## src/rtl/core/rsp_pkg.sv

```systemverilog
// ----------------------------------------------------------------------------
// rsp_pkg
// Shared constants, types and GF(256) arithmetic for the Reed-Solomon parity
// encoder (field polynomial 0x11D, primitive element 2).
// ----------------------------------------------------------------------------
`default_nettype none

package rsp_pkg;

  // Largest supported parity length
  localparam int MAX_PARITY = 30;
  // Width of the configuration value
  localparam int CFG_W      = 5;
  // Parity length after reset
  localparam logic [CFG_W-1:0] RESET_PARITY_LENGTH = CFG_W'(7);

  // Length holds 1..MAX_PARITY, an index holds 0..MAX_PARITY-1
  localparam int LEN_W = $clog2(MAX_PARITY + 1);
  localparam int IDX_W = (MAX_PARITY > 1) ? $clog2(MAX_PARITY) : 1;

  // Field polynomial; bit 8 is the overflow tap
  localparam logic [8:0] FIELD_POLY = 9'h11D;

  // Remainder queue between the front and the back
  localparam int QUEUE_DEPTH = 2;
  localparam int QPTR_W      = (QUEUE_DEPTH > 1) ? $clog2(QUEUE_DEPTH) : 1;
  localparam int QCNT_W      = $clog2(QUEUE_DEPTH + 1);

  typedef logic [7:0]       byte_t;
  typedef logic [LEN_W-1:0] len_t;
  typedef logic [IDX_W-1:0] idx_t;
  typedef byte_t [MAX_PARITY-1:0] parity_vec_t;

  // One finished block: remainder (lowest order at index 0) and its length
  typedef struct packed {
    parity_vec_t rem;
    len_t        len;
  } rem_entry_t;

  // Generator builder status seen by the front
  typedef struct packed {
    logic busy;
    len_t len;
  } gen_status_t;

  // GF(256) multiply, shift-and-add over eight bits
  function automatic byte_t gf_mul(byte_t a, byte_t b);
    byte_t acc;
    byte_t x;
    acc = '0;
    x   = a;
    for (int k = 0; k < 8; k++) begin
      if (b[k]) begin
        acc = acc ^ x;
      end
      x = {x[6:0], 1'b0} ^ (x[7] ? FIELD_POLY[7:0] : 8'h00);
    end
    return acc;
  endfunction

  // Map a written value onto 1..MAX_PARITY
  function automatic len_t clamp_len(logic [CFG_W-1:0] v);
    len_t n;
    if (v == '0) begin
      n = len_t'(1);
    end else if (int'(v) > MAX_PARITY) begin
      n = len_t'(MAX_PARITY);
    end else begin
      n = len_t'(v);
    end
    return n;
  endfunction

endpackage

`default_nettype wire

```

## src/rtl/core/rsp_queue.sv

```systemverilog
// ----------------------------------------------------------------------------
// rsp_queue
// Short FIFO of finished remainders between the front and the back end.
// ----------------------------------------------------------------------------
`default_nettype none

module rsp_queue (
  input  wire logic                 clk,
  input  wire logic                 rst_n,
  input  wire logic                 push_valid,
  input  wire rsp_pkg::rem_entry_t  push_entry,
  output logic                      full,
  output logic                      head_valid,
  output rsp_pkg::rem_entry_t       head_entry,
  input  wire logic                 pop
);
  import rsp_pkg::*;

  rem_entry_t          slot_r [QUEUE_DEPTH];
  logic [QPTR_W-1:0]   wr_ptr_r;
  logic [QPTR_W-1:0]   rd_ptr_r;
  logic [QCNT_W-1:0]   count_r;

  assign full       = (count_r == QCNT_W'(QUEUE_DEPTH));
  assign head_valid = (count_r != '0);
  assign head_entry = slot_r[rd_ptr_r];

  function automatic logic [QPTR_W-1:0] ptr_inc(logic [QPTR_W-1:0] p);
    return (p == QPTR_W'(QUEUE_DEPTH - 1)) ? '0 : p + QPTR_W'(1);
  endfunction

  // Store entries at the write pointer
  always_ff @(posedge clk) begin
    if (push_valid) begin
      slot_r[wr_ptr_r] <= push_entry;
    end
  end

  // Track pointers and fill level
  always_ff @(posedge clk) begin
    if (!rst_n) begin
      wr_ptr_r <= '0;
      rd_ptr_r <= '0;
      count_r  <= '0;
    end else begin
      if (push_valid) begin
        wr_ptr_r <= ptr_inc(wr_ptr_r);
      end
      if (pop) begin
        rd_ptr_r <= ptr_inc(rd_ptr_r);
      end
      if (push_valid && !pop) begin
        count_r <= count_r + QCNT_W'(1);
      end else if (!push_valid && pop) begin
        count_r <= count_r - QCNT_W'(1);
      end
    end
  end

  a_no_overflow: assert property (@(posedge clk) disable iff (!rst_n)
    push_valid |-> !full)
    else $error("remainder queue overflow");

  a_no_underflow: assert property (@(posedge clk) disable iff (!rst_n)
    pop |-> head_valid)
    else $error("remainder queue underflow");

endmodule

`default_nettype wire

```

## config.mk

```make
export PLATFORM = sky130hd
export DESIGN_NAME = rsp_queue
export DESIGN_NICKNAME = d
export VERILOG_FILES = /design/src/rtl/core/rsp_pkg.sv /design/src/rtl/core/rsp_queue.sv
export SDC_FILE = /design/constraint.sdc
export NUM_CORES = 1
export LEC_CHECK = 0
export BUFFER_PORTS_ARGS = -buffer_cell sky130_fd_sc_hd__buf_2
export CAP_MARGIN = 20
export CORE_UTILIZATION = 45
export DETAILED_ROUTE_END_ITERATION = 6
export PLACE_DENSITY = 0.73
export RECOVER_POWER = 100
export SYNTH_ARGS = -nofsm -noshare
export SYNTH_HDL_FRONTEND = slang
export SYNTH_SLANG_ARGS = --single-unit
```

## constraint.sdc

```tcl
create_clock -name clk -period 13 [get_ports clk]
set_input_delay 1.95 -clock clk [delete_from_list [all_inputs] [get_ports clk]]
set_output_delay 1.95 -clock clk [all_outputs]
set_load 0.01 [all_outputs]
```

==> impl_metrics.ini <==
[status]
outcome = complete, but fails checks
violations = capacitance limit, slew limit

[min_path]
min-delay-start = count_r[1]
holdCritPathClass = flop to flop
min_path_cells = 2

[detailed_routing]
dr.pass1.iters = 4
dr_total_vias = 9183
final_antenna_net_count = 0
wl_per_cell_um = 20.1
remaining_drc_errors = 0
via_per_inst = 4.89
wirelength_um = 37800
drtIter0Drc = 411

[setup_path]
endpoint_kind = flop
max_stage_delay_ps = 3180
crit_path_start = push_valid
critPathKind = primary input to flop
crit_arrival_ps = 8370
cp_data_required_time_ps = 13190
cpMaxStageDelayCell = clkbuf_1
cp_max_fo = 76
worstReg2RegStart = wr_ptr_r
start_kind = primary input
path_cells = clkbuf_1 -> and2_0 -> clkbuf_1 -> buf_4
cp_common_cell = clkbuf_1
r2r_cells = 3

[global_route]
grt_overflow = 0
grt_busiest_layer = met2
grt_pass1_wl_um = 55000
use_met3 = 0.0676
grt_pass1_vias = 9608
grt_max_degree = 81
met1_usage = 0.204
gr-usage-all-layers = 0.180
grtUsageMet2 = 0.307
antenna_found_initial = 9

[cts]
cts_max_level = 2
cts_hold_buf = 0
post_cts_resized = 0
numCtsBuffers = 48
cts.sinks = 495
cts-root-buf = clkbuf_16
post-cts-setup-buffers = 0
clock_latency_ps = 570
path_clk_slew_ps = 60
cts_buffer_depth = 3
cts_tree = done

[timing]
finalSetupTns_ps = 0
tightest_slew_ps = 4480
skew_ps = 12.5
drv_slew = 549
max_freq_mhz = 122
rsz0062_at_grt = false
hold_viol_final = 0
setup_viol = 0
min_period_over_period = 0.629
period_needed_ps = 8180
setup_slack_ps = 4820
slew_headroom = -1.98
whs_ps = 576

[power_and_ir_drop]
p_comb_frac = 0.092
p_leak_nw = 7.61
p_sw_mw = 0.775
seqPwrFrac = 0.519
switching_share = 0.214
clkPwrFrac = 0.389
finalPower_mw = 3.62
p_int_mw = 2.84
vdd_drop_max_uv = 132
power.density_nw_per_um2 = 163

[cells_and_area]
stdcell_area_um2 = 22100
area_growth_pct = 22.5
drive_above_1_share = 0.340
nets = 1561

[floorplan]
ios = 496
fp.dieArea_um2 = 41000
die_x_um = 202
rows = 73
initial_utilization = 0.456
die_y_um = 202
core_um2 = 39600

[synthesis]
postSynthNetCount = 1034
synth_cell_types = 18
synth_cells = 784
syn_area_um2 = 18100
yosysWarnings = 0
ys_seq_area_frac = 0.819
synth_area_per_cell_um2 = 23.1
synth_seq_cells = 495

[place]
routabilityCongestion = 0.775
place_area_um2 = 21100
portBuffers = 495
dp_slack_ps = 7920
dp_hpwl_um = 25200

[run]
cap_violations = 9
-- power groups by stage --
stage               Clock [mW]  Combinational (mW)  Sequential (mW)
floorplan                    0               0.214             1.91
global placement             0               0.362             1.90
detailed placement           0               0.367             1.91
CTS                       1.44               0.370             1.87
global route              1.49               0.358             1.88
finish                    1.41               0.332             1.88
-- path summary, 6_finish.rpt --
path,end,slack [ps]
setup / recovery,slot_r[1][90],4820
hold reg to reg,count_r[1],580
hold / removal,count_r[1],580
setup reg to reg,slot_r[1][90],6030
-- critical path, delay by kind of cell --
family / cells / cell delay (ps)
buf+inv: 3 / 4380
simple gates: 1 / 1900
-- cell type report --
cell class,instances,area [µm²]
tap,525,657
clock buffer,57,1260
antenna,6,15.0
multi-input combinational,261,2890
clock inverter,30,352
inverter,1,3.75
fill,3271,17500
sequential,495,14800
timing repair buffer,504,2170
-- registers in the layout, summed over array words and instances (netlist names), named ones only --
register,count
count_r,2
rd_ptr_r,1
slot_r,490
wr_ptr_r,1
-- layout by cell type (no fill, tap or decap), drive strengths merged, types with 3 or more instances in the layout --
master	count
edfxtp	490
clkbuf	348
mux2	245
buf	213
clkinv	20
bufinv	8
diode	6
dfxtp	5
and2	4
nor2b	3
-- metrics by stage --
step	utilization	instances
2_1_floorplan	-	784
6_report	0.559	1879
3_3_place_gp	0.532	1786
3_5_place_dp	0.532	1786
4_1_cts	0.573	1873
5_1_grt	0.559	1876
-- synth_stat cells, drive strengths merged --
cell type | n | area share
inv | 1 | 0.00021
buf | 27 | 0.011
xor2 | 2 | 0.00097
or2 | 1 | 0.00035
o21ai | 1 | 0.00028
edfxtp | 490 | 0.81
nor2b | 3 | 0.0010
or3 | 1 | 0.00035
ha | 1 | 0.00069
xnor2 | 1 | 0.00048
a21boi | 1 | 0.00042
o21a | 1 | 0.00042
dfxtp | 5 | 0.0055
mux2 | 245 | 0.16
and2 | 4 | 0.0014
-- routing by layer --
metal | vias to the layer above | share of wire | wire length, µm
li1 | 4207 | - | -
met1 | 4525 | 0.37 | 14000
met2 | 368 | 0.51 | 19200
met3 | 77 | 0.092 | 3490
met4 | 6 | 0.030 | 1140
met5 | - | 0.00090 | 34
-- logic make-up (layout without fill, tap and decap cells) --
kind of cell | after synthesis | after routing | synth area share
adders and majority gates | 1 | 1 | 0.000692
AOI/OAI and AO/OA | 3 | 3 | 0.00111
muxes | 245 | 245 | 0.163
xor gates and xnor gates | 3 | 3 | 0.00145
and+or+nand+nor | 9 | 9 | 0.00311
DFF | 495 | 495 | 0.819
buffers and inverters | 28 | 592 | 0.0113
other | 0 | 6 | 0
(Power assumes the default switching activity.)
