<file path="config.mk">
export PLATFORM = sky130hd
export DESIGN_NAME = rsp_gen_build
export DESIGN_NICKNAME = d
export VERILOG_FILES = /design/src/rtl/core/rsp_pkg.sv /design/src/rtl/core/rsp_gen_build.sv
export SDC_FILE = /design/constraint.sdc
export NUM_CORES = 2
export LEC_CHECK = 0
export BUFFER_PORTS_ARGS = -buffer_cell sky130_fd_sc_hd__buf_4
export CORE_ASPECT_RATIO = 1.1
export CORE_MARGIN = 2
export CORE_UTILIZATION = 25
export DETAILED_ROUTE_END_ITERATION = 7
export GPL_ROUTABILITY_DRIVEN = 0
export HOLD_SLACK_MARGIN = 0.12
export PLACE_DENSITY = 0.46
export SYNTH_ARGS = -nofsm -noshare
export SYNTH_HDL_FRONTEND = slang
export SYNTH_SLANG_ARGS = --single-unit
</file>
<file path="constraint.sdc">
create_clock -name clk -period 2.2 [get_ports clk]
set_clock_uncertainty 0.15 [all_clocks]
set_input_delay 0.22 -clock clk [delete_from_list [all_inputs] [get_ports clk]]
set_output_delay 0.22 -clock clk [all_outputs]
set_load 0.05 [all_outputs]
</file>
<file path="src/rtl/core/rsp_pkg.sv">
// ----------------------------------------------------------------------------
// rsp_pkg
// Shared constants, types and GF(256) arithmetic for the Reed-Solomon parity
// encoder (field polynomial 0x11D, primitive element 2).
// ----------------------------------------------------------------------------
`default_nettype none

package rsp_pkg;

  // Largest supported parity length
  localparam int MAX_PARITY = 30;
  // Width of the configuration value
  localparam int CFG_W      = 5;
  // Parity length after reset
  localparam logic [CFG_W-1:0] RESET_PARITY_LENGTH = CFG_W'(7);

  // Length holds 1..MAX_PARITY, an index holds 0..MAX_PARITY-1
  localparam int LEN_W = $clog2(MAX_PARITY + 1);
  localparam int IDX_W = (MAX_PARITY > 1) ? $clog2(MAX_PARITY) : 1;

  // Field polynomial; bit 8 is the overflow tap
  localparam logic [8:0] FIELD_POLY = 9'h11D;

  // Remainder queue between the front and the back
  localparam int QUEUE_DEPTH = 2;
  localparam int QPTR_W      = (QUEUE_DEPTH > 1) ? $clog2(QUEUE_DEPTH) : 1;
  localparam int QCNT_W      = $clog2(QUEUE_DEPTH + 1);

  typedef logic [7:0]       byte_t;
  typedef logic [LEN_W-1:0] len_t;
  typedef logic [IDX_W-1:0] idx_t;
  typedef byte_t [MAX_PARITY-1:0] parity_vec_t;

  // One finished block: remainder (lowest order at index 0) and its length
  typedef struct packed {
    parity_vec_t rem;
    len_t        len;
  } rem_entry_t;

  // Generator builder status seen by the front
  typedef struct packed {
    logic busy;
    len_t len;
  } gen_status_t;

  // GF(256) multiply, shift-and-add over eight bits
  function automatic byte_t gf_mul(byte_t a, byte_t b);
    byte_t acc;
    byte_t x;
    acc = '0;
    x   = a;
    for (int k = 0; k < 8; k++) begin
      if (b[k]) begin
        acc = acc ^ x;
      end
      x = {x[6:0], 1'b0} ^ (x[7] ? FIELD_POLY[7:0] : 8'h00);
    end
    return acc;
  endfunction

  // Map a written value onto 1..MAX_PARITY
  function automatic len_t clamp_len(logic [CFG_W-1:0] v);
    len_t n;
    if (v == '0) begin
      n = len_t'(1);
    end else if (int'(v) > MAX_PARITY) begin
      n = len_t'(MAX_PARITY);
    end else begin
      n = len_t'(v);
    end
    return n;
  endfunction

endpackage

`default_nettype wire

</file>
<file path="src/rtl/core/rsp_gen_build.sv">
// ----------------------------------------------------------------------------
// rsp_gen_build
// Generator polynomial builder: after reset or a write, multiplies in one
// factor (x + alpha^i) per cycle until the configured parity length is built.
// ----------------------------------------------------------------------------
`default_nettype none

module rsp_gen_build (
  input  wire logic                       clk,
  input  wire logic                       rst_n,
  input  wire logic                       cfg_wr_en,
  input  wire logic [rsp_pkg::CFG_W-1:0]  cfg_wr_data,
  output rsp_pkg::gen_status_t            status,
  output rsp_pkg::parity_vec_t            gen_coeffs
);
  import rsp_pkg::*;

  localparam parity_vec_t G_INIT = parity_vec_t'(1);

  logic        busy_r;
  len_t        len_r;
  len_t        step_r;
  byte_t       root_r;
  parity_vec_t g_r;
  parity_vec_t g_nxt;

  // Multiply the running product by (x + root)
  always_comb begin
    g_nxt[0] = gf_mul(g_r[0], root_r);
    for (int m = 1; m < MAX_PARITY; m++) begin
      g_nxt[m] = g_r[m-1] ^ gf_mul(g_r[m], root_r);
    end
  end

  // Restart on reset or write, then advance one root per cycle
  always_ff @(posedge clk) begin
    if (!rst_n) begin
      busy_r <= 1'b1;
      len_r  <= clamp_len(RESET_PARITY_LENGTH);
      step_r <= '0;
      root_r <= 8'h01;
      g_r    <= G_INIT;
    end else if (cfg_wr_en) begin
      busy_r <= 1'b1;
      len_r  <= clamp_len(cfg_wr_data);
      step_r <= '0;
      root_r <= 8'h01;
      g_r    <= G_INIT;
    end else if (busy_r) begin
      g_r    <= g_nxt;
      root_r <= gf_mul(root_r, 8'h02);
      step_r <= step_r + len_t'(1);
      if (step_r == len_r - len_t'(1)) begin
        busy_r <= 1'b0;
      end
    end
  end

  assign status.busy = busy_r;
  assign status.len  = len_r;
  assign gen_coeffs  = g_r;

  // Step count never passes the configured length
  a_step_in_range: assert property (@(posedge clk) disable iff (!rst_n)
    busy_r |-> (step_r < len_r))
    else $error("generator build step beyond parity length");

endmodule

`default_nettype wire

</file>
==> results.py <==
metrics = {
    "run_status": {
        "status": "finished with violations",
        "violations": "setup timing",
    },
    "synthesis": {
        "syn_nets": 6199,
        "synth-seq-cells": 259,
        "synthTopCellsByArea": "xnor2_1, xor2_1, nand2_1",
        "yosysUniqueCellTypes": 63,
        "netlist_instances": 6189,
        "postSynthAreaPerCell_um2": 7.024,
        "ys_warn_count": 0,
        "synth_top_area_cell": "xnor2_1",
        "synth_edf_count": 0,
        "async_reset_ff_frac": 0,
        "synth-seq-area-share": 0.1193,
        "synth_area_um2": 43470,
        "synth_ff_type": "dfxtp_1",
        "synth_top_area_frac": 0.3616,
    },
    "placed_design": {
        "dp_hpwl_mm": 130.8,
        "io_buffers": 253,
    },
    "floorplan": {
        "io_pins": 254,
        "core_area_um2": 172800,
        "die_w_um": 401.6,
        "rows": 160,
        "initial_utilization": 0.2516,
        "die_h_um": 441.4,
        "dieArea_um2": 177200,
    },
    "worst_setup_path": {
        "r2r_start": "root_r[2]",
        "crit_fanout": 12,
        "worst-path-buf-inv": 2,
        "cpPeakStageDelay_ns": 0.43,
        "crit_arrival_ns": 2.66,
        "crit_path_end_kind": "register",
        "crit_family": "XOR/XNOR gates",
        "crit_type": "register to register",
        "worstPathRequired_ns": 2.59,
        "cp_slowest_cell": "xnor3_1",
        "crit_start": "root_r[2]",
        "critical_path.cell_chain": "buf_12 -> buf_4 -> nand2_1 -> xnor2_2 -> xnor2_1 -> xnor3_1 -> and3_1 -> a311o_1",
        "cp-start-kind": "register",
    },
    "worst_hold_path": {
        "hold_path.class": "input port to register",
        "hp-start": "rst_n",
    },
    "routing": {
        "antenna_left": 0,
        "wl_per_cell_um": 21.69,
        "drtIter0Drc": 3397,
        "wl_met3_mm": 11.22,
        "highest_layer": "met4",
        "wl_met2_mm": 92.26,
        "dr.pass1.iters": 6,
        "viasPerCell": 4.768,
        "drcViolationCount": 0,
        "met1_length_mm": 88.37,
        "vias": 43430,
        "wl_mm": 197.5,
    },
    "job": {
        "maxCapViolations": 0,
    },
    "cts": {
        "cts_buffers": 45,
        "htreeDepth": 2,
        "clock-sinks": 259,
        "tritoncts": "built",
        "cts_root_buffer": "clkbuf_16",
        "insertion_delay_ns": 0.65,
        "cts_buffer_depth": 3,
        "clk_pin_slew_ns": 0.06,
    },
    "power_and_ir_drop": {
        "p_int_mw": 10.04,
        "power.total_mw": 14.57,
        "seqPwrFrac": 0.323,
        "p_leak_nw": 22.00,
        "p_clk_frac": 0.528,
        "powerDensity_nw_per_um2": 243.7,
        "swShare": 0.3112,
        "p_comb_frac": 0.149,
        "switchingPower_mw": 4.535,
        "ir_worst_vdd_mv": 0.4609,
    },
    "global_route": {
        "grt_overflow_total": 0,
        "grt_pass1_wl_mm": 280.5,
        "grtUsageTotal": 0.2061,
        "grt_pass1_vias": 41500,
        "antenna_found_initial": 6,
        "grt_max_degree": 75,
    },
    "timing": {
        "fin_crit_sh": 1.033,
        "finalMaxSlewViolations": 0,
        "finalSetupViolCount": 22,
        "setup_slack_ns": -0.07249,
        "relSlewSlack": 0.5654,
        "period_minus_slack_ns": 2.272,
        "fmax_mhz": 440.0,
        "final_hold_viol_count": 0,
        "rsz0062_at_grt": "yes",
        "worst_pin_slew_ns": 0.6519,
    },
    "layout": {
        "mostFrequentLayoutCells": "xnor2_1, nand2_1, buf_4, xor2_1, o21ai_1",
        "finish.utilization": 0.3462,
        "n_antenna_cell": 0,
        "drive_gt1_frac": 0.2688,
        "fin_nets": 6815,
        "mostFrequentLayoutCell": "xnor2_1",
        "syn_to_final_growth_pct": 37.58,
    },
}
tightest hold or removal path, delay by kind of cell:
family,cells,cell delay [ns]
buf+inv,2,0.69
simple gates,1,0.12
metrics by stage:
stage | TNS [ns] | std cells | instance area (um2) | setup WS, ns | hold WS [ns]
finish | -0.6629 | 9109 | 59810 | -0.07249 | 0.2806
global route | -7.724 | 9109 | 59810 | -0.1550 | 0.2895
CTS | -2.408 | 8951 | 55700 | -0.1013 | 0.2242
detailed placement | -4.828 | 8835 | 53360 | -0.1435 | 0.3002
global placement | -3.241 | 8835 | 53360 | -0.2042 | 0.2991
floorplan | -0.3965 | 6189 | 44820 | -0.1145 | 0.1319
area by class of cell:
cell class,instances,area (um2)
sequential,259,5632
tap,2268,2838
timing repair buffer,1164,11360
inverter,36,148.9
fill,18230,113000
clock buffer,71,1418
multi-input combinational,5299,38320
clock inverter,12,88.84
what timing repair did:
action / in CTS / in global routing
buffers inserted: 13 / 132
gates resized for setup: 73 / 418
cloned: 7 / 32
hold buffers: 13 / 0
setup endpoints to repair: 112 / 211
hold endpoints to repair: 22 / 0
pin swaps: 31 / 353
synth_stat cells, types with 27 or more instances:
cell type and n:
nand3_1 171, buf_1 86, buf_2 150, a21oi_1 82
o22ai_1 27, xnor3_1 34, nand2_1 1604, clkbuf_1 350
nor2_1 185, dfxtp_1 259, xor2_1 720, nand2b_1 42
o21ai_1 180, o21ai_0 94, a22oi_1 82, mux2i_1 53
xnor2_1 1795
power groups by stage:
stage          registers, mW  clock network, mW  logic, mW
6_report                4.70               7.70       2.17
5_1_grt                 4.70               8.04       2.25
4_1_cts                 4.71               7.93       1.80
3_5_place_dp            4.81                  0       1.70
3_3_place_gp            4.81                  0       1.70
2_1_floorplan           4.85                  0      0.815
flip-flops by register name (all words and copies together), names as in the netlist:
name / count
gen_coeffs: 240
root_r: 8
step_r: 5
busy_r: 1
len_r: 5
kinds of logic (layout without fill, tap and decap cells):
family | Yosys count | after routing | synth area share
xor+xnor | 2564 | 2564 | 0.5310
simple gates | 2070 | 2070 | 0.1896
buf+inv | 631 | 1283 | 0.05952
compound gates | 595 | 595 | 0.08399
flops | 259 | 259 | 0.1193
mux | 68 | 68 | 0.01609
fa+ha+maj | 2 | 2 | 0.0005755
per-layer routing:
metal	global-route usage	vias up
met3	0.02967	273
met1	0.2751	21310
li1	-	20510
met2	0.3444	1341
met5	0	-
met4	0.05770	0
final timing paths:
path	slack, ns	cells past startpoint	endpoint
worst max-delay path	-0.07	8	gen_coeffs[234]
worst min-delay path	0.28	3	len_r[4]
worst max register to register	-0.07	8	gen_coeffs[234]
worst min register to register	0.39	2	gen_coeffs[208]
No activity file was read; power rests on OpenSTA's default activity.
