`config.mk`:
```
export PLATFORM = sky130hd
export DESIGN_NAME = rsp_front_flat
export DESIGN_NICKNAME = d
export VERILOG_FILES = /design/src/rtl/core/rsp_pkg.sv /design/src/rtl/core/rsp_in_if.sv /design/src/rtl/core/rsp_front.sv /design/src/flat_wrapper.sv
export SDC_FILE = /design/constraint.sdc
export NUM_CORES = 2
export LEC_CHECK = 0
export CORE_UTILIZATION = 30
export DETAILED_ROUTE_END_ITERATION = 16
export DONT_BUFFER_PORTS = 1
export GPL_TIMING_DRIVEN = 0
export SYNTH_ARGS = -nofsm -noshare
export SYNTH_HDL_FRONTEND = slang
export SYNTH_SLANG_ARGS = --single-unit
export TNS_END_PERCENT = 100
```
`constraint.sdc`:
```
create_clock -name clk -period 8.5 [get_ports clk]
set_clock_uncertainty 0.2 [all_clocks]
set_input_delay 0.85 -clock clk [delete_from_list [all_inputs] [get_ports clk]]
set_output_delay 0.85 -clock clk [all_outputs]
set_load 0.01 [all_outputs]
```
`src/rtl/core/rsp_pkg.sv`:
```
// ----------------------------------------------------------------------------
// rsp_pkg
// Shared constants, types and GF(256) arithmetic for the Reed-Solomon parity
// encoder (field polynomial 0x11D, primitive element 2).
// ----------------------------------------------------------------------------
`default_nettype none

package rsp_pkg;

  // Largest supported parity length
  localparam int MAX_PARITY = 30;
  // Width of the configuration value
  localparam int CFG_W      = 5;
  // Parity length after reset
  localparam logic [CFG_W-1:0] RESET_PARITY_LENGTH = CFG_W'(7);

  // Length holds 1..MAX_PARITY, an index holds 0..MAX_PARITY-1
  localparam int LEN_W = $clog2(MAX_PARITY + 1);
  localparam int IDX_W = (MAX_PARITY > 1) ? $clog2(MAX_PARITY) : 1;

  // Field polynomial; bit 8 is the overflow tap
  localparam logic [8:0] FIELD_POLY = 9'h11D;

  // Remainder queue between the front and the back
  localparam int QUEUE_DEPTH = 2;
  localparam int QPTR_W      = (QUEUE_DEPTH > 1) ? $clog2(QUEUE_DEPTH) : 1;
  localparam int QCNT_W      = $clog2(QUEUE_DEPTH + 1);

  typedef logic [7:0]       byte_t;
  typedef logic [LEN_W-1:0] len_t;
  typedef logic [IDX_W-1:0] idx_t;
  typedef byte_t [MAX_PARITY-1:0] parity_vec_t;

  // One finished block: remainder (lowest order at index 0) and its length
  typedef struct packed {
    parity_vec_t rem;
    len_t        len;
  } rem_entry_t;

  // Generator builder status seen by the front
  typedef struct packed {
    logic busy;
    len_t len;
  } gen_status_t;

  // GF(256) multiply, shift-and-add over eight bits
  function automatic byte_t gf_mul(byte_t a, byte_t b);
    byte_t acc;
    byte_t x;
    acc = '0;
    x   = a;
    for (int k = 0; k < 8; k++) begin
      if (b[k]) begin
        acc = acc ^ x;
      end
      x = {x[6:0], 1'b0} ^ (x[7] ? FIELD_POLY[7:0] : 8'h00);
    end
    return acc;
  endfunction

  // Map a written value onto 1..MAX_PARITY
  function automatic len_t clamp_len(logic [CFG_W-1:0] v);
    len_t n;
    if (v == '0) begin
      n = len_t'(1);
    end else if (int'(v) > MAX_PARITY) begin
      n = len_t'(MAX_PARITY);
    end else begin
      n = len_t'(v);
    end
    return n;
  endfunction

endpackage

`default_nettype wire

```
`src/rtl/core/rsp_in_if.sv`:
```
// ----------------------------------------------------------------------------
// rsp_in_if
// Data byte channel: valid/ready handshake with one message byte per transfer.
// ----------------------------------------------------------------------------
`default_nettype none

interface rsp_in_if;
  logic       valid;
  logic       ready;
  logic [7:0] data_byte;
  logic       last_data;

  modport source (output valid, output data_byte, output last_data, input ready);
  modport sink   (input valid, input data_byte, input last_data, output ready);
endinterface

`default_nettype wire

```
`src/rtl/core/rsp_front.sv`:
```
// ----------------------------------------------------------------------------
// rsp_front
// Front end: runs the parity LFSR one data byte per cycle unless stalled and
// hands the finished remainder of each block to the remainder queue.
// ----------------------------------------------------------------------------
`default_nettype none

module rsp_front (
  input  wire logic                 clk,
  input  wire logic                 rst_n,
  input  wire logic                 cfg_wr_en,
  input  wire rsp_pkg::gen_status_t gen_status,
  input  wire rsp_pkg::parity_vec_t gen_coeffs,
  rsp_in_if.sink                    in_ch,
  input  wire logic                 q_full,
  output logic                      push_valid,
  output rsp_pkg::rem_entry_t       push_entry
);
  import rsp_pkg::*;

  // LFSR, lowest-order remainder coefficient at index 0
  parity_vec_t lfsr_r;
  parity_vec_t lfsr_nxt;
  byte_t       coef;
  len_t        len_m1;
  logic        xfer;

  assign len_m1 = gen_status.len - len_t'(1);
  assign coef   = in_ch.data_byte ^ lfsr_r[len_m1[IDX_W-1:0]];

  // Shift toward higher order and add coef times the generator
  always_comb begin
    lfsr_nxt[0] = gf_mul(coef, gen_coeffs[0]);
    for (int m = 1; m < MAX_PARITY; m++) begin
      lfsr_nxt[m] = lfsr_r[m-1] ^ gf_mul(coef, gen_coeffs[m]);
    end
  end

  // Stall while the generator is rebuilt or the queue has no room
  assign in_ch.ready = !gen_status.busy && !q_full;
  assign xfer        = in_ch.valid && in_ch.ready;

  // Hand over the remainder with the last byte of a block
  assign push_valid     = xfer && in_ch.last_data;
  assign push_entry.rem = lfsr_nxt;
  assign push_entry.len = gen_status.len;

  // Advance on each transfer, clear at block end and on a length write
  always_ff @(posedge clk) begin
    if (!rst_n) begin
      lfsr_r <= '0;
    end else if (cfg_wr_en) begin
      lfsr_r <= '0;
    end else if (xfer) begin
      lfsr_r <= in_ch.last_data ? '0 : lfsr_nxt;
    end
  end

endmodule

`default_nettype wire

```
`src/flat_wrapper.sv`:
```
// flat-port wrapper written by rule: the top's interface ports become plain ports
module rsp_front_flat import rsp_pkg::*;
  (clk, rst_n, cfg_wr_en, gen_status, gen_coeffs, q_full, push_valid, push_entry, in_ch_valid, in_ch_data_byte, in_ch_last_data, in_ch_ready);
  rsp_in_if in_ch_i ();
  input  wire logic clk;
  input  wire logic rst_n;
  input  wire logic cfg_wr_en;
  input  wire rsp_pkg::gen_status_t gen_status;
  input  wire rsp_pkg::parity_vec_t gen_coeffs;
  input  wire logic q_full;
  output logic push_valid;
  output rsp_pkg::rem_entry_t push_entry;
  input wire logic [$bits(in_ch_i.valid)-1:0] in_ch_valid;
  input wire logic [$bits(in_ch_i.data_byte)-1:0] in_ch_data_byte;
  input wire logic [$bits(in_ch_i.last_data)-1:0] in_ch_last_data;
  output wire logic [$bits(in_ch_i.ready)-1:0] in_ch_ready;
  assign in_ch_i.valid = in_ch_valid;
  assign in_ch_i.data_byte = in_ch_data_byte;
  assign in_ch_i.last_data = in_ch_last_data;
  assign in_ch_ready = in_ch_i.ready;
  rsp_front u_core (.clk(clk), .rst_n(rst_n), .cfg_wr_en(cfg_wr_en), .gen_status(gen_status), .gen_coeffs(gen_coeffs), .in_ch(in_ch_i), .q_full(q_full), .push_valid(push_valid), .push_entry(push_entry));
endmodule
```
==> out/results.txt <==
Outcome - finished, violations left
Max Fclk - 112 MHz
Seq pwr share - 7.2%
CTS Root Cell - clkbuf_16
Largest cells by area after synthesis - xnor3_1, nand2_1, xnor2_1, dfxtp_1, xor2_1
Post-Syn Nets - 5,251
Post-DP HPWL - 184 mm
Max rail drop VDD - 238 uV
Worst-Skew Late Latency - 0.64 ns
Area grow syn2layout - 10.7%
CP required - 7.45 ns
Final min period - 8.91 ns
Share of the synthesized area in the top cell type - 19.4%
Int Pwr - 6.95 mW
CTS Buffer Depth - 3
Gate power share - 82.5%
Ys async rst share - 0%
CTS buffer count - 39
HP Class - input pin to flip-flop
DR pass1 iterations - 8
Final-report max-slew violation count - 22
Grt total ovfl - 0
Final nets - 5,298
Largest area contributor in the netlist - xnor3_1
First-pass GRT wire length - 330 mm
CP dominant cell by count - buf_6
Routed vias/inst - 5.91
Largest net degree at the start of global routing - 20
Core area - 0.128 sq mm
Die X - 362 um
Die area - 0.131 sq mm
Max reg flops - 240
Pwr/cell area - 395 mW/mm^2
Starting DRT DRC Count - 6,000
Yosys warnings - 0
IO Count - 507
Hold Fails Final Rpt - 0
Port bufs - 0
Static leakage - 19.2 nW
Crit-path cells - buf_4 > inv_1 > ha_1 > buf_4 > buf_6 > buf_6 > buf_6 > mux4_2 > nor2_1 > o22ai_1 > nand4_2 > xor2_4 > nand2_1 > buf_1 > clkbuf_2 > o21ai_0 > a22oi_1 > xnor2_1 > xnor2_1
Crit start category - input pin
Switching Fraction - 59.1%
Crit-path max FO - 10
Setup violators final - 109
RePlAce Congestion - 1.03
Crit-path max cell delay - 0.79 ns
Synth Instances - 4,990
Largest regs - u_core.lfsr_r: 240 flops
CTS H-tree lvls - 2
Max Cap Viol - 2
Post-Syn Area - 0.0389 sq mm
Max-slew headroom - -6.04%
Failing checks - max-capacitance violations, max-slew violations, negative setup slack
Cell family with most CP delay - buffers and inverters
Core Rows - 131
Sequential fraction of the synthesis area - 12.4%
Crit. End Element - primary output
CTS tree - yes
Bufs and invs on worst path - 8
Die Y - 362 um
Starting Density - 30.4%
Vias in the first global route - 36,600
EDFF count, synth - 0
Final WL - 253 mm
Main flop type after synthesis - dfxtp_1
Setup ws final - -0.410 ns
Final non-filler cell total - 6,823
Clock Power Share - 10.3%
Cell count after placement - 6,725
Reg with most FFs - u_core.lfsr_r
Switching pwr - 10.0 mW
Syn_area_per_cell - 7.79 sq um
DR WL/cell - 37.1 um
DRT antenna net count - 0
Placed Area - 0.0412 sq mm
Post-Layout Inst Area - 0.0430 sq mm
Routed vias - 40,400
Post-CTS setup buffers - 0
Clk slew on worst S/H paths - 0.06 ns
Worst Tran Pin Value - 1.59 ns
Initial antenna violation count - 37
CP max stage cell - buf_1
Synthesized flop and latch total - 240
Yosys cell types - 59
Register-to-register setup slack - 2.60 ns
Setup CP Type - input pin to primary output
All-Layer GR Usage - 37.2%
RSZ-0062 raised after global routing - yes
DRC Markers - 0
Clock sinks - 240
Layout cell share with drive strength beyond 1 - 7.33%
Final period util - 105%
Worst endpoint data arrival time - 7.86 ns
synth_stat cells (all sizes together), types with 6 or more instances:
cell type and instances:
inv 56, buf 187, xor2 442, clkbuf 368, nand4 6, nor2b 31
a221oi 24, o21ai 186, xnor2 699, nor4 16, nor2 72, xnor3 335
dfxtp 240, nand2b 10, mux2i 53, mux4 57, mux2 8, nor3b 37
nand2 1732, a2bb2oi 8, a31oi 9, a22o 226, and3 6, a22oi 67
a21oi 69
through the flow:
step	TNS, ns	setup slack (ns)	utilization (%)	hold WS, ns	total power, mW
2_1_floorplan	0	2.62	-	0.221	9.84
3_3_place_gp	-921.57	-3.09	32.1	0.248	14.4
3_5_place_dp	-394.27	-1.74	32.2	0.259	14.5
4_1_cts	0	0.00474	33.4	0.168	16.5
5_1_grt	-0.172	-0.0822	33.6	0.206	17.2
6_report	-9.47	-0.410	33.6	0.181	17.0
worst register-to-register path: stages (launching register included):
cell,delay (ns)
dfxtp_1,0.51
mux4_2,0.39
nand2_1,0.10
a221oi_1,0.56
or4_1,0.22
and2_1,0.14
buf_2,0.20
clkbuf_1,0.94
clkdlybuf4s15_2,0.81
nand2_1,0.16
xnor2_1,0.22
xnor3_1,0.35
xnor2_1,0.71
a22oi_1,0.15
nor2_1,0.17
final timing paths:
path | start | end | depth (start not counted)
max | gen_status[0] | push_entry[108] | 19
min | in_ch_valid | u_core.lfsr_r[73] | 2
max reg2reg | u_core.lfsr_r[198] | u_core.lfsr_r[225] | 14
min reg2reg | u_core.lfsr_r[232] | u_core.lfsr_r[232] | 2
cells in the final DEF, fill, tap and decap left out, types with 7 or more instances in the layout:
master | Yosys | final
nand2b_1 | 10 | 10
nor2_1 | 71 | 70
clkbuf_16 | 0 | 41
nand2_1 | 1732 | 1732
mux4_2 | 57 | 57
xnor3_1 | 335 | 334
a2bb2oi_1 | 8 | 8
clkbuf_8 | 0 | 10
mux2_2 | 7 | 7
a31oi_1 | 9 | 9
nor3b_1 | 36 | 36
buf_4 | 22 | 32
inv_1 | 56 | 56
a22o_1 | 226 | 226
buf_6 | 6 | 10
clkinv_2 | 0 | 9
nor2b_1 | 31 | 31
buf_1 | 56 | 39
xor2_1 | 438 | 438
nor4_1 | 16 | 16
xnor2_2 | 3 | 35
a221oi_1 | 24 | 22
clkbuf_1 | 368 | 338
buf_2 | 103 | 90
a22oi_1 | 67 | 67
o21ai_0 | 185 | 185
a21oi_1 | 69 | 69
clkbuf_2 | 0 | 33
xnor2_1 | 693 | 658
diode_2 | 0 | 31
dfxtp_1 | 240 | 240
mux2i_1 | 53 | 53
clkdlybuf4s15_2 | 0 | 11
area by class of cell:
type                       instances  area [sq um]
multi-input combinational       4139         31900
fill                           13700         85000
sequential                       240          4800
clock buffer                      57          1190
clock inverter                    10          75.1
inverter                          56           210
buffer                           554          2540
timing repair buffer               7           118
antenna                           31          77.6
tap                             1729          2160
cells by family after synthesis:
kind of cell	synth area share (%)
simple gates	19.6
fa+ha+maj	0.0322
flops	12.4
compound gates	11.1
xor+xnor	45.4
buf+inv	6.56
mux	4.90
power by group through the flow:
| stage | clock [mW] | combinational [mW] | sequential [mW] |
|---|---|---|---|
| 3_3_place_gp | 0 | 13.2 | 1.25 |
| 5_1_grt | 1.77 | 14.2 | 1.23 |
| 4_1_cts | 1.72 | 13.5 | 1.22 |
| 6_report | 1.75 | 14.0 | 1.23 |
| 3_5_place_dp | 0 | 13.3 | 1.25 |
| 2_1_floorplan | 0 | 8.61 | 1.22 |
repair_timing:
action                                  in CTS  in global routing
endpoints found under the setup margin     319                200
hold buffers                                 0                  0
gates resized for setup                     88                 41
pin swaps                                    1                  1
layer usage:
layer / up-vias / track usage (%) / routed length (um) / part of all wire [%]
met5: - / 0 / 231 / 0.091
met4: 28 / 26.4 / 21300 / 8.4
met3: 900 / 14.7 / 37100 / 15
met2: 3433 / 54.2 / 105000 / 41
met1: 19700 / 44.3 / 89700 / 35
li1: 16300 / - / - / -
(Power assumes the default switching activity.)
