--- src/rtl/core/rsp_pkg.sv ---
// ----------------------------------------------------------------------------
// rsp_pkg
// Shared constants, types and GF(256) arithmetic for the Reed-Solomon parity
// encoder (field polynomial 0x11D, primitive element 2).
// ----------------------------------------------------------------------------
`default_nettype none

package rsp_pkg;

  // Largest supported parity length
  localparam int MAX_PARITY = 30;
  // Width of the configuration value
  localparam int CFG_W      = 5;
  // Parity length after reset
  localparam logic [CFG_W-1:0] RESET_PARITY_LENGTH = CFG_W'(7);

  // Length holds 1..MAX_PARITY, an index holds 0..MAX_PARITY-1
  localparam int LEN_W = $clog2(MAX_PARITY + 1);
  localparam int IDX_W = (MAX_PARITY > 1) ? $clog2(MAX_PARITY) : 1;

  // Field polynomial; bit 8 is the overflow tap
  localparam logic [8:0] FIELD_POLY = 9'h11D;

  // Remainder queue between the front and the back
  localparam int QUEUE_DEPTH = 2;
  localparam int QPTR_W      = (QUEUE_DEPTH > 1) ? $clog2(QUEUE_DEPTH) : 1;
  localparam int QCNT_W      = $clog2(QUEUE_DEPTH + 1);

  typedef logic [7:0]       byte_t;
  typedef logic [LEN_W-1:0] len_t;
  typedef logic [IDX_W-1:0] idx_t;
  typedef byte_t [MAX_PARITY-1:0] parity_vec_t;

  // One finished block: remainder (lowest order at index 0) and its length
  typedef struct packed {
    parity_vec_t rem;
    len_t        len;
  } rem_entry_t;

  // Generator builder status seen by the front
  typedef struct packed {
    logic busy;
    len_t len;
  } gen_status_t;

  // GF(256) multiply, shift-and-add over eight bits
  function automatic byte_t gf_mul(byte_t a, byte_t b);
    byte_t acc;
    byte_t x;
    acc = '0;
    x   = a;
    for (int k = 0; k < 8; k++) begin
      if (b[k]) begin
        acc = acc ^ x;
      end
      x = {x[6:0], 1'b0} ^ (x[7] ? FIELD_POLY[7:0] : 8'h00);
    end
    return acc;
  endfunction

  // Map a written value onto 1..MAX_PARITY
  function automatic len_t clamp_len(logic [CFG_W-1:0] v);
    len_t n;
    if (v == '0) begin
      n = len_t'(1);
    end else if (int'(v) > MAX_PARITY) begin
      n = len_t'(MAX_PARITY);
    end else begin
      n = len_t'(v);
    end
    return n;
  endfunction

endpackage

`default_nettype wire

--- src/rtl/core/rsp_out_if.sv ---
// ----------------------------------------------------------------------------
// rsp_out_if
// Parity byte channel: valid/ready handshake with one parity byte per transfer.
// ----------------------------------------------------------------------------
`default_nettype none

interface rsp_out_if;
  logic       valid;
  logic       ready;
  logic [7:0] parity_byte;
  logic       last_parity;

  modport source (output valid, output parity_byte, output last_parity, input ready);
  modport sink   (input valid, input parity_byte, input last_parity, output ready);
endinterface

`default_nettype wire

--- src/rtl/core/rsp_back.sv ---
// ----------------------------------------------------------------------------
// rsp_back
// Back end: takes one remainder from the queue and sends its bytes highest
// order first through a registered output stage, marking the final byte.
// ----------------------------------------------------------------------------
`default_nettype none

module rsp_back (
  input  wire logic                 clk,
  input  wire logic                 rst_n,
  input  wire logic                 head_valid,
  input  wire rsp_pkg::rem_entry_t  head_entry,
  output logic                      pop,
  rsp_out_if.source                 out_ch
);
  import rsp_pkg::*;

  rem_entry_t cur_r;
  logic       active_r;
  idx_t       cnt_r;
  logic       out_valid_r;
  byte_t      out_byte_r;
  logic       out_last_r;
  logic       emit;
  logic       emit_final;
  len_t       head_len_m1;

  // Move one byte into the output stage when it is free or being drained
  assign emit        = active_r && (!out_valid_r || out_ch.ready);
  assign emit_final  = emit && (cnt_r == '0);
  assign pop         = head_valid && (!active_r || emit_final);
  assign head_len_m1 = head_entry.len - len_t'(1);

  // Load the next remainder, count down through its bytes
  always_ff @(posedge clk) begin
    if (!rst_n) begin
      active_r <= 1'b0;
      cnt_r    <= '0;
    end else if (pop) begin
      active_r <= 1'b1;
      cnt_r    <= head_len_m1[IDX_W-1:0];
    end else if (emit) begin
      if (emit_final) begin
        active_r <= 1'b0;
      end
      cnt_r <= cnt_r - idx_t'(1);
    end
  end

  always_ff @(posedge clk) begin
    if (pop) begin
      cur_r <= head_entry;
    end
  end

  // Output register
  always_ff @(posedge clk) begin
    if (!rst_n) begin
      out_valid_r <= 1'b0;
    end else if (emit) begin
      out_valid_r <= 1'b1;
    end else if (out_ch.ready) begin
      out_valid_r <= 1'b0;
    end
  end

  always_ff @(posedge clk) begin
    if (emit) begin
      out_byte_r <= cur_r.rem[cnt_r];
      out_last_r <= (cnt_r == '0);
    end
  end

  assign out_ch.valid       = out_valid_r;
  assign out_ch.parity_byte = out_byte_r;
  assign out_ch.last_parity = out_last_r;

  // Byte counter stays inside the loaded block
  a_cnt_in_block: assert property (@(posedge clk) disable iff (!rst_n)
    active_r |-> (len_t'(cnt_r) < cur_r.len))
    else $error("parity byte counter beyond block length");

endmodule

`default_nettype wire

--- src/flat_wrapper.sv ---
// flat-port wrapper written by rule: the top's interface ports become plain ports
module rsp_back_flat import rsp_pkg::*;
  (clk, rst_n, head_valid, head_entry, pop, out_ch_valid, out_ch_parity_byte, out_ch_last_parity, out_ch_ready);
  rsp_out_if out_ch_i ();
  input  wire logic clk;
  input  wire logic rst_n;
  input  wire logic head_valid;
  input  wire rsp_pkg::rem_entry_t head_entry;
  output logic pop;
  output wire logic [$bits(out_ch_i.valid)-1:0] out_ch_valid;
  output wire logic [$bits(out_ch_i.parity_byte)-1:0] out_ch_parity_byte;
  output wire logic [$bits(out_ch_i.last_parity)-1:0] out_ch_last_parity;
  input wire logic [$bits(out_ch_i.ready)-1:0] out_ch_ready;
  assign out_ch_valid = out_ch_i.valid;
  assign out_ch_parity_byte = out_ch_i.parity_byte;
  assign out_ch_last_parity = out_ch_i.last_parity;
  assign out_ch_i.ready = out_ch_ready;
  rsp_back u_core (.clk(clk), .rst_n(rst_n), .head_valid(head_valid), .head_entry(head_entry), .pop(pop), .out_ch(out_ch_i));
endmodule
--- config.mk ---
export PLATFORM = sky130hd
export DESIGN_NAME = rsp_back_flat
export DESIGN_NICKNAME = d
export VERILOG_FILES = /design/src/rtl/core/rsp_pkg.sv /design/src/rtl/core/rsp_out_if.sv /design/src/rtl/core/rsp_back.sv /design/src/flat_wrapper.sv
export SDC_FILE = /design/constraint.sdc
export NUM_CORES = 1
export LEC_CHECK = 0
export ABC_AREA = 1
export BUFFER_PORTS_ARGS = -buffer_cell sky130_fd_sc_hd__buf_2
export CORE_MARGIN = 1.5
export CORE_UTILIZATION = 25
export CTS_CLUSTER_SIZE = 16
export DETAILED_ROUTE_END_ITERATION = 8
export GPL_TIMING_DRIVEN = 0
export HOLD_SLACK_MARGIN = 0.12
export PLACE_DENSITY = 0.48
export SETUP_SLACK_MARGIN = 0.05
export SLEW_MARGIN = 25
export SYNTH_ARGS = -nofsm -noshare
export SYNTH_HDL_FRONTEND = slang
export SYNTH_SLANG_ARGS = --single-unit
--- constraint.sdc ---
create_clock -name clk -period 7.8 [get_ports clk]
set_clock_uncertainty 0.15 [all_clocks]
set_input_delay 0.39 -clock clk [delete_from_list [all_inputs] [get_ports clk]]
set_output_delay 0.39 -clock clk [all_outputs]
set_load 0.05 [all_outputs]
==> results of run 1 <==
==> through the flow <==
stage          hold WS [ns]  cells  utilization (%)  worst slack, ns  power [mW]
5_1_grt               0.232   1841             39.0             4.06        4.24
3_3_place_gp          0.381   1541             30.3            -2.02        2.62
6_report              0.179   1841             39.0             4.23        4.04
3_5_place_dp          0.394   1543             30.4             4.80        2.58
2_1_floorplan         0.339    757                -             1.05        2.25
4_1_cts               0.162   1841             39.0             4.18        4.10
==> final timing paths <==
path                             endpoint  slack (ns)  cells after the start
max                                   pop        4.23                      8
min          u_core.cnt_r[4]$_SDFFE_PN0P_        0.18                      7
max reg2reg     u_core.cur_r[9]$_DFFE_PN_        5.06                      7
min reg2reg  u_core.active_r$_SDFFE_PN0P_        0.40                      2
==> critical path, stage by stage (launching register included) <==
cell and delay, ns:
dfxtp_1 0.35, nor2_4 0.34, nand4_2 0.19, nand2_4 0.14, nand2_2 0.07, buf_6 0.16, inv_8 0.40, buf_16 0.35
buf_2 0.34
==> power by group <==
part | internal, mW | switching, mW | leakage (nW)
sequential | 1.69 | 0.0396 | 2.45
combinational | 0.324 | 0.581 | 3.09
clock | 0.825 | 0.579 | 0.468
==> flip-flops by register name (all words and copies together), names as in the netlist <==
signal                     flops
u_core.cur_r                 240
u_core.out_ch.valid            1
u_core.active_r                1
u_core.cnt_r                   5
u_core.out_ch.parity_byte      8
u_core.out_ch.last_parity      1
==> area by class of cell <==
type / instances / area, um^2 / area share, %
Sequential cell: 256 / 7620 / 49.0
Timing Repair Buffer: 505 / 3790 / 24.4
Multi-Input combinational cell: 436 / 2200 / 14.2
Clock buffer: 36 / 795 / 5.11
Tap cell: 525 / 657 / 4.23
Buffer: 46 / 215 / 1.38
Clock inverter: 18 / 184 / 1.18
Inverter: 19 / 78.8 / 0.507
==> cells by family after synthesis <==
family | share of synthesized area (%)
adder cells (fa/ha/maj) | 0.124
AND/OR/NAND/NOR | 9.54
flip-flops | 75.4
multiplexers | 1.34
buffers and inverters | 2.84
AO/OA/AOI/OAI | 10.8
==> layout by cell type, fill, tap and decap left out, drive strengths merged, types with 4 or more instances in the layout <==
cell,n
o211ai,6
clkbuf,55
o22ai,46
clkinvlp,4
nand3,33
dlygate4sd3,244
o21ai,129
dfxtp,7
mux2,12
buf,288
clkinv,9
nor2,131
nand2,54
o221ai,5
edfxtp,249
inv,21
a21oi,4
==> routing by layer <==
metal  up-vias  track usage (%)
li1       3893                -
met3        51             3.17
met4         0             3.89
met1      3962             22.2
met5         -                0
met2       266             29.5
==> results.sh, run 1 <==
export IMPL_status="finished, final reports clean"
export IMPL_grt_max_degree=98
export IMPL_startpoint_type="flip-flop"
export IMPL_first_pass_iters=5
export IMPL_cellLeakagePower_nw=6.01
export IMPL_yosysTopAreaCell="edfxtp_1"
export IMPL_worst_setup_path_type="flip-flop to output port"
export IMPL_cts_sinks=256
export IMPL_cts_tree="built"
export IMPL_dr_total_vias=8172
export IMPL_yosysWarnings=0
export IMPL_antenna_found_initial=0
export IMPL_synthToLayoutAreaGrowth_pct=53.8
export IMPL_synth_fp_nets=1007
export IMPL_place_area_mm2=0.0121
export IMPL_finalSetupTns_ns=0
export IMPL_drive_gt1_share_pct=27.5
export IMPL_grt_overflow=0
export IMPL_grt_pass1_vias=8532
export IMPL_via_per_inst=4.44
export IMPL_wl_met2_um=17600
export IMPL_arrival_ns=3.03
export IMPL_post_cts_buffers=0
export IMPL_hold_viol=0
export IMPL_fp_dieH_um=204
export IMPL_portBuffers=259
export IMPL_synth_async_reset_ratio_pct=0
export IMPL_yosysMostFrequentCell="edfxtp_1"
export IMPL_tightestPinTransition_ns=1.03
export IMPL_met1_length_um=15600
export IMPL_holdBufCountCts=244
export IMPL_place_gp_congestion=0.758
export IMPL_die_width_um=204
export IMPL_drt_initial_drc_count=527
export IMPL_stdcell_area_mm2=0.0155
export IMPL_layout_min_cycle_time_ns=3.57
export IMPL_wire_per_inst_um=19.6
export IMPL_wl_met3_um=2120
export IMPL_dpl_hpwl_um=23300
export IMPL_ys_top_cells_by_count="edfxtp_1 (249), nor2_1 (130), o21ai_0 (120), o22ai_1 (46), nand2_1 (44)"
export IMPL_ant_nets=0
export IMPL_wl_um=36100
export IMPL_topRoutingLayerUsed="met4"
export IMPL_cp_end_kind="output port"
export IMPL_fp_dieArea_mm2=0.0416
export IMPL_yosysSeqAreaShare_pct=75.4
export IMPL_startpoint="u_core.cnt_r[4]$_SDFFE_PN0P_"
export IMPL_std_cell_rows=73
export IMPL_cts_buffers=31
export IMPL_drv_cap=0
export IMPL_grtUsageTotal_pct=17.1
export IMPL_r2r_start="u_core.cnt_r[4]$_SDFFE_PN0P_"
export IMPL_synth_avg_cell_area_um2=13.3
export IMPL_root_buffer="clkbuf_16"
export IMPL_synth_distinct_cells=36
export IMPL_num_antenna_cells=0
export IMPL_io_pins=260
export IMPL_hold_path_class="primary input to flip-flop"
export IMPL_core_mm2=0.0398
export IMPL_initial_core_util_pct=25.4
export IMPL_critPathMaxFanout=79
export IMPL_synth_area_leaders="edfxtp_1 (74%), o21ai_0 (5.9%), nor2_1 (4.8%)"
export IMPL_nFillCells=3849
export IMPL_min_from="head_entry[4]"
export IMPL_grt_pass1_wl_um=52600
export IMPL_setup_violations=0
export IMPL_rsz0062_at_grt="no"
export IMPL_syn_area_mm2=0.0101
export IMPL_nNetsFinal=1545
export IMPL_clock_fmax_mhz=280
export IMPL_drv_slew=0
export IMPL_htreeDepth=1
export IMPL_relSlewSlack_pct=31.4
export IMPL_ys_flop_type="edfxtp_1"
export IMPL_synth_edf_count=249
export IMPL_netlist_instances=757
export IMPL_synth_top_area_share_pct=74.0
export IMPL_drc_errors=0
export IMPL_clk_pin_slew_worst_paths_ns=0.06
export IMPL_fin_crit_sh_pct=45.8
export IMPL_powerDensity_mw_per_mm2=260
export IMPL_critPathRequiredTime_ns=7.26
export IMPL_cts_path_max_buffers=3
export IMPL_post_cts_resized=0
export IMPL_clock_latency_ns=0.56
export IMPL_synth_seq_cells=256
export IMPL_vdd_drop_max_v=0.000150
Note: power is estimated with default switching activity, not from simulation.
==> run 2, diff against run 1 <==
PLACE_DENSITY = 0.49   (was 0.48)
clock period = 2.9 ns   (was 7.8 ns; I/O delays follow)
==> results.sh, run 2 <==
export IMPL_htreeDepth=1
export IMPL_synth_mux_area_share_pct=1.34
export IMPL_yosysTopAreaCell="edfxtp_1"
export IMPL_netlist_instances=757
export IMPL_holdBufCountCts=322
export IMPL_initial_core_util_pct=25.4
export IMPL_synth_seq_cells=256
export IMPL_dpl_hpwl_um=23900
export IMPL_synth_top_family_by_area="compound AO/OA/AOI/OAI gates"
export IMPL_synth_async_reset_ratio_pct=0
export IMPL_yosys_area_share_xor_xnor_pct=0
export IMPL_post_cts_buffers=2
export IMPL_yosysMostFrequentCell="edfxtp_1"
export IMPL_synth_edf_count=249
export IMPL_error="[ERROR RSZ-0060] Max buffer count reached."
export IMPL_synth_fp_nets=1007
export IMPL_post_cts_resized=2
export IMPL_std_cell_rows=73
export IMPL_synth_distinct_cells=36
export IMPL_status="did not finish"
export IMPL_yosysSeqAreaShare_pct=75.4
export IMPL_synth_adder_area_share_pct=0.124
export IMPL_root_buffer="clkbuf_16"
export IMPL_yosys_area_share_simple_pct=9.54
export IMPL_synth_compound_area_share_pct=10.8
export IMPL_synth_top_area_share_pct=74.0
export IMPL_cts_buffers=29
export IMPL_fp_dieH_um=204
export IMPL_synth_area_leaders="edfxtp_1 (74%), o21ai_0 (5.9%), nor2_1 (4.8%)"
export IMPL_haltStage="4_1_cts"
export IMPL_die_width_um=204
export IMPL_syn_area_mm2=0.0101
export IMPL_yosysWarnings=0
export IMPL_portBuffers=259
export IMPL_cts_path_max_buffers=3
export IMPL_io_pins=260
export IMPL_synth_avg_cell_area_um2=13.3
export IMPL_cts_sinks=256
export IMPL_ys_top_cells_by_count="edfxtp_1 (249), nor2_1 (130), o21ai_0 (120), o22ai_1 (46), nand2_1 (44)"
export IMPL_place_gp_congestion=0.745
export IMPL_ys_flop_type="edfxtp_1"
## run 2: cell counts after synthesis
Identical to the previous run, type by type.
## run 2: logic make-up after synthesis
| family | count (synthesis) |
|---|---|
| buffers and inverters | 65 |
| AOI/OAI and AO/OA | 196 |
| adders and majority gates | 1 |
| and+or+nand+nor | 227 |
| muxes | 12 |
| DFF | 256 |
## run 2: stage by stage
| stage | std cells | area (um^2) | worst slack (ns) |
|---|---|---|---|
| after floorplan | 757 | 10100 | -2.33 |
| after detailed placement | 1549 | 12200 | 0.0766 |
| after global placement | 1541 | 12100 | -4.31 |
==> run 3, diff against run 2 <==
CORE_UTILIZATION = 20   (was 25)
CTS_CLUSTER_SIZE = default   (was 16)
HOLD_SLACK_MARGIN = default   (was 0.12)
PLACE_DENSITY = default   (was 0.49)
PLACE_DENSITY_LB_ADDON = 0.15   (was default)
SETUP_SLACK_MARGIN = default   (was 0.05)
clock period = 3.8 ns   (was 2.9 ns; I/O delays follow)
==> results.sh, run 3 (synthesized netlist as in run 1, its figures left out) <==
export IMPL_total_power_mw=8.35
export IMPL_final_common_cell="buf_2"
export IMPL_nNetsFinal=1555
export IMPL_dpl_hpwl_um=26400
export IMPL_grt_pass1_wl_um=57100
export IMPL_hold_depth=6
export IMPL_grt_overflow=0
export IMPL_cp_cell_sequence="nor2_1 -> nand4_4 -> nand2_4 -> nand2_2 -> buf_6 -> clkinvlp_4 -> buf_16 -> buf_12 -> buf_2"
export IMPL_grt_max_degree=32
export IMPL_worst_setup_path_type="flip-flop to output port"
export IMPL_first_pass_iters=5
export IMPL_hold_viol=0
export IMPL_htreeDepth=1
export IMPL_crit_slowest_cell="dfxtp_1"
export IMPL_seqCellArea_mm2=0.00762
export IMPL_dr_total_vias=8068
export IMPL_cellLeakagePower_nw=6.11
export IMPL_setup_violations=0
export IMPL_rsz0062_at_grt="no"
export IMPL_largest_reg_flops=240
export IMPL_cts_tree="built"
export IMPL_cp_end_kind="output port"
export IMPL_worst_r2r_path_depth=10
export IMPL_layout_common_cells="buf_2 (280), edfxtp_1 (249), dlygate4sd3_1 (247)"
export IMPL_tightestPinTransition_ns=0.876
export IMPL_drv_slew=0
export IMPL_slowest_delay_ns=0.56
export IMPL_powerDensity_mw_per_mm2=524
export IMPL_root_buffer="clkbuf_16"
export IMPL_die_width_um=228
export IMPL_critPathMaxFanout=31
export IMPL_status="finished, final reports clean"
export IMPL_top_register="u_core.cur_r"
export IMPL_post_cts_resized=0
export IMPL_via_per_inst=4.02
export IMPL_rr_endpoint="u_core.cur_r[178]$_DFFE_PN_"
export IMPL_critPathRequiredTime_ns=3.46
export IMPL_ant_nets=0
export IMPL_post_cts_buffers=0
export IMPL_dp_cells=1698
export IMPL_post_route_util_pct=31.9
export IMPL_cts_buffers=30
export IMPL_crit_buf_inv=5
export IMPL_clock_latency_ns=0.58
export IMPL_wl_um=38400
export IMPL_r2r_start="u_core.cnt_r[0]$_SDFFE_PN0P_"
export IMPL_arrival_ns=2.94
export IMPL_drive_gt1_share_pct=28.1
export IMPL_clk_pin_slew_worst_paths_ns=0.06
export IMPL_wire_per_inst_um=19.1
export IMPL_cts_sinks=256
export IMPL_layout_min_cycle_time_ns=3.28
export IMPL_drv_cap=0
export IMPL_core_mm2=0.0500
export IMPL_cts_path_max_buffers=3
export IMPL_io_pins=260
export IMPL_portBuffers=259
export IMPL_vdd_drop_max_v=0.000333
export IMPL_startpoint_type="flip-flop"
export IMPL_fp_dieH_um=228
export IMPL_std_cell_rows=82
export IMPL_path_delay_family="buffers and inverters"
export IMPL_hold_ws_ns=0.0265
export IMPL_hold_path_class="primary input to flip-flop"
export IMPL_grtUsageTotal_pct=14.7
export IMPL_relSlewSlack_pct=41.4
export IMPL_place_gp_congestion=0.728
export IMPL_drc_errors=0
export IMPL_antenna_found_initial=5
export IMPL_nFillCells=5116
export IMPL_fp_dieArea_mm2=0.0519
export IMPL_reg2reg_slack_ns=0.90
export IMPL_clock_fmax_mhz=304
export IMPL_multi_input_area_mm2=0.00222
export IMPL_fin_crit_sh_pct=86.4
export IMPL_stdcell_count=2005
export IMPL_synthToLayoutAreaGrowth_pct=57.7
export IMPL_hold_end="u_core.active_r$_SDFFE_PN0P_"
export IMPL_min_from="out_ch_ready"
export IMPL_drt_initial_drc_count=441
export IMPL_grt_pass1_vias=8700
export IMPL_initial_core_util_pct=20.2
==> run 3: what timing repair did <==
action                                 CTS  global route
hold buffers                           247             0
endpoints found under the hold margin  247             0
setup endpoints to repair                0             0
==> run 3: layout make-up <==
type | count | area share [%]
flip-flops and latches | 256 | 47.8
repair buffers | 516 | 25.2
multi-input cells | 436 | 13.9
well taps | 672 | 5.28
clock buffers | 35 | 4.96
plain buffers | 46 | 1.35
clock inverters | 21 | 0.966
inverters | 19 | 0.471
diodes | 4 | 0.0628
==> run 3: power by group <==
group | leakage, nW | internal, mW | switching, mW
registers | 2.46 | 3.47 | 0.0848
clock network | 0.472 | 1.61 | 1.21
logic | 3.18 | 0.721 | 1.25
total | 6.11 | 5.81 | 2.54
==> run 3: per-layer routing <==
metal,routed length [um],global-route usage (%),vias to the layer above,share of wire [%]
met3,2000,3.18,43,5.2
li1,-,-,3926,-
met1,17600,19.6,3880,46
met5,23,0,-,0.060
met4,629,2.83,4,1.6
met2,18200,24.7,215,47
==> run 3: worst reg2reg max path: stages, from the launching register on <==
cell        delay (ns)
dfxtp_1           0.56
nor2_1            0.14
nand4_4           0.13
nand2_4           0.08
nand2_2           0.08
buf_6             0.16
clkinvlp_4        0.43
buf_16            0.35
buf_12            0.19
buf_12            0.19
buf_16            0.17
==> run 3: per-stage QoR <==
stage | cell area, um^2 | setup TNS (ns) | setup slack (ns)
6_report | 15900 | 0 | 0.516
5_1_grt | 15900 | 0 | 0.295
4_1_cts | 15900 | 0 | 0.421
3_5_place_dp | 12500 | 0 | 0.844
3_3_place_gp | 12300 | -882.43 | -3.68
2_1_floorplan | 10100 | -344.23 | -1.43
==> run 3: worst max path at each step <==
stage,cells after the start,slack [ns],from,endpoint
2_1_floorplan,6,-1.43,u_core.out_ch.valid$_SDFFE_PN0P_,u_core.cur_r[100]$_DFFE_PN_
3_3_place_gp,6,-3.68,u_core.cnt_r[0]$_SDFFE_PN0P_,u_core.cur_r[161]$_DFFE_PN_
3_5_place_dp,10,0.84,u_core.cnt_r[0]$_SDFFE_PN0P_,u_core.cur_r[175]$_DFFE_PN_
4_1_cts,9,0.42,u_core.cnt_r[0]$_SDFFE_PN0P_,pop
5_1_grt,9,0.30,u_core.cnt_r[0]$_SDFFE_PN0P_,pop
6_report,9,0.52,u_core.cnt_r[0]$_SDFFE_PN0P_,pop
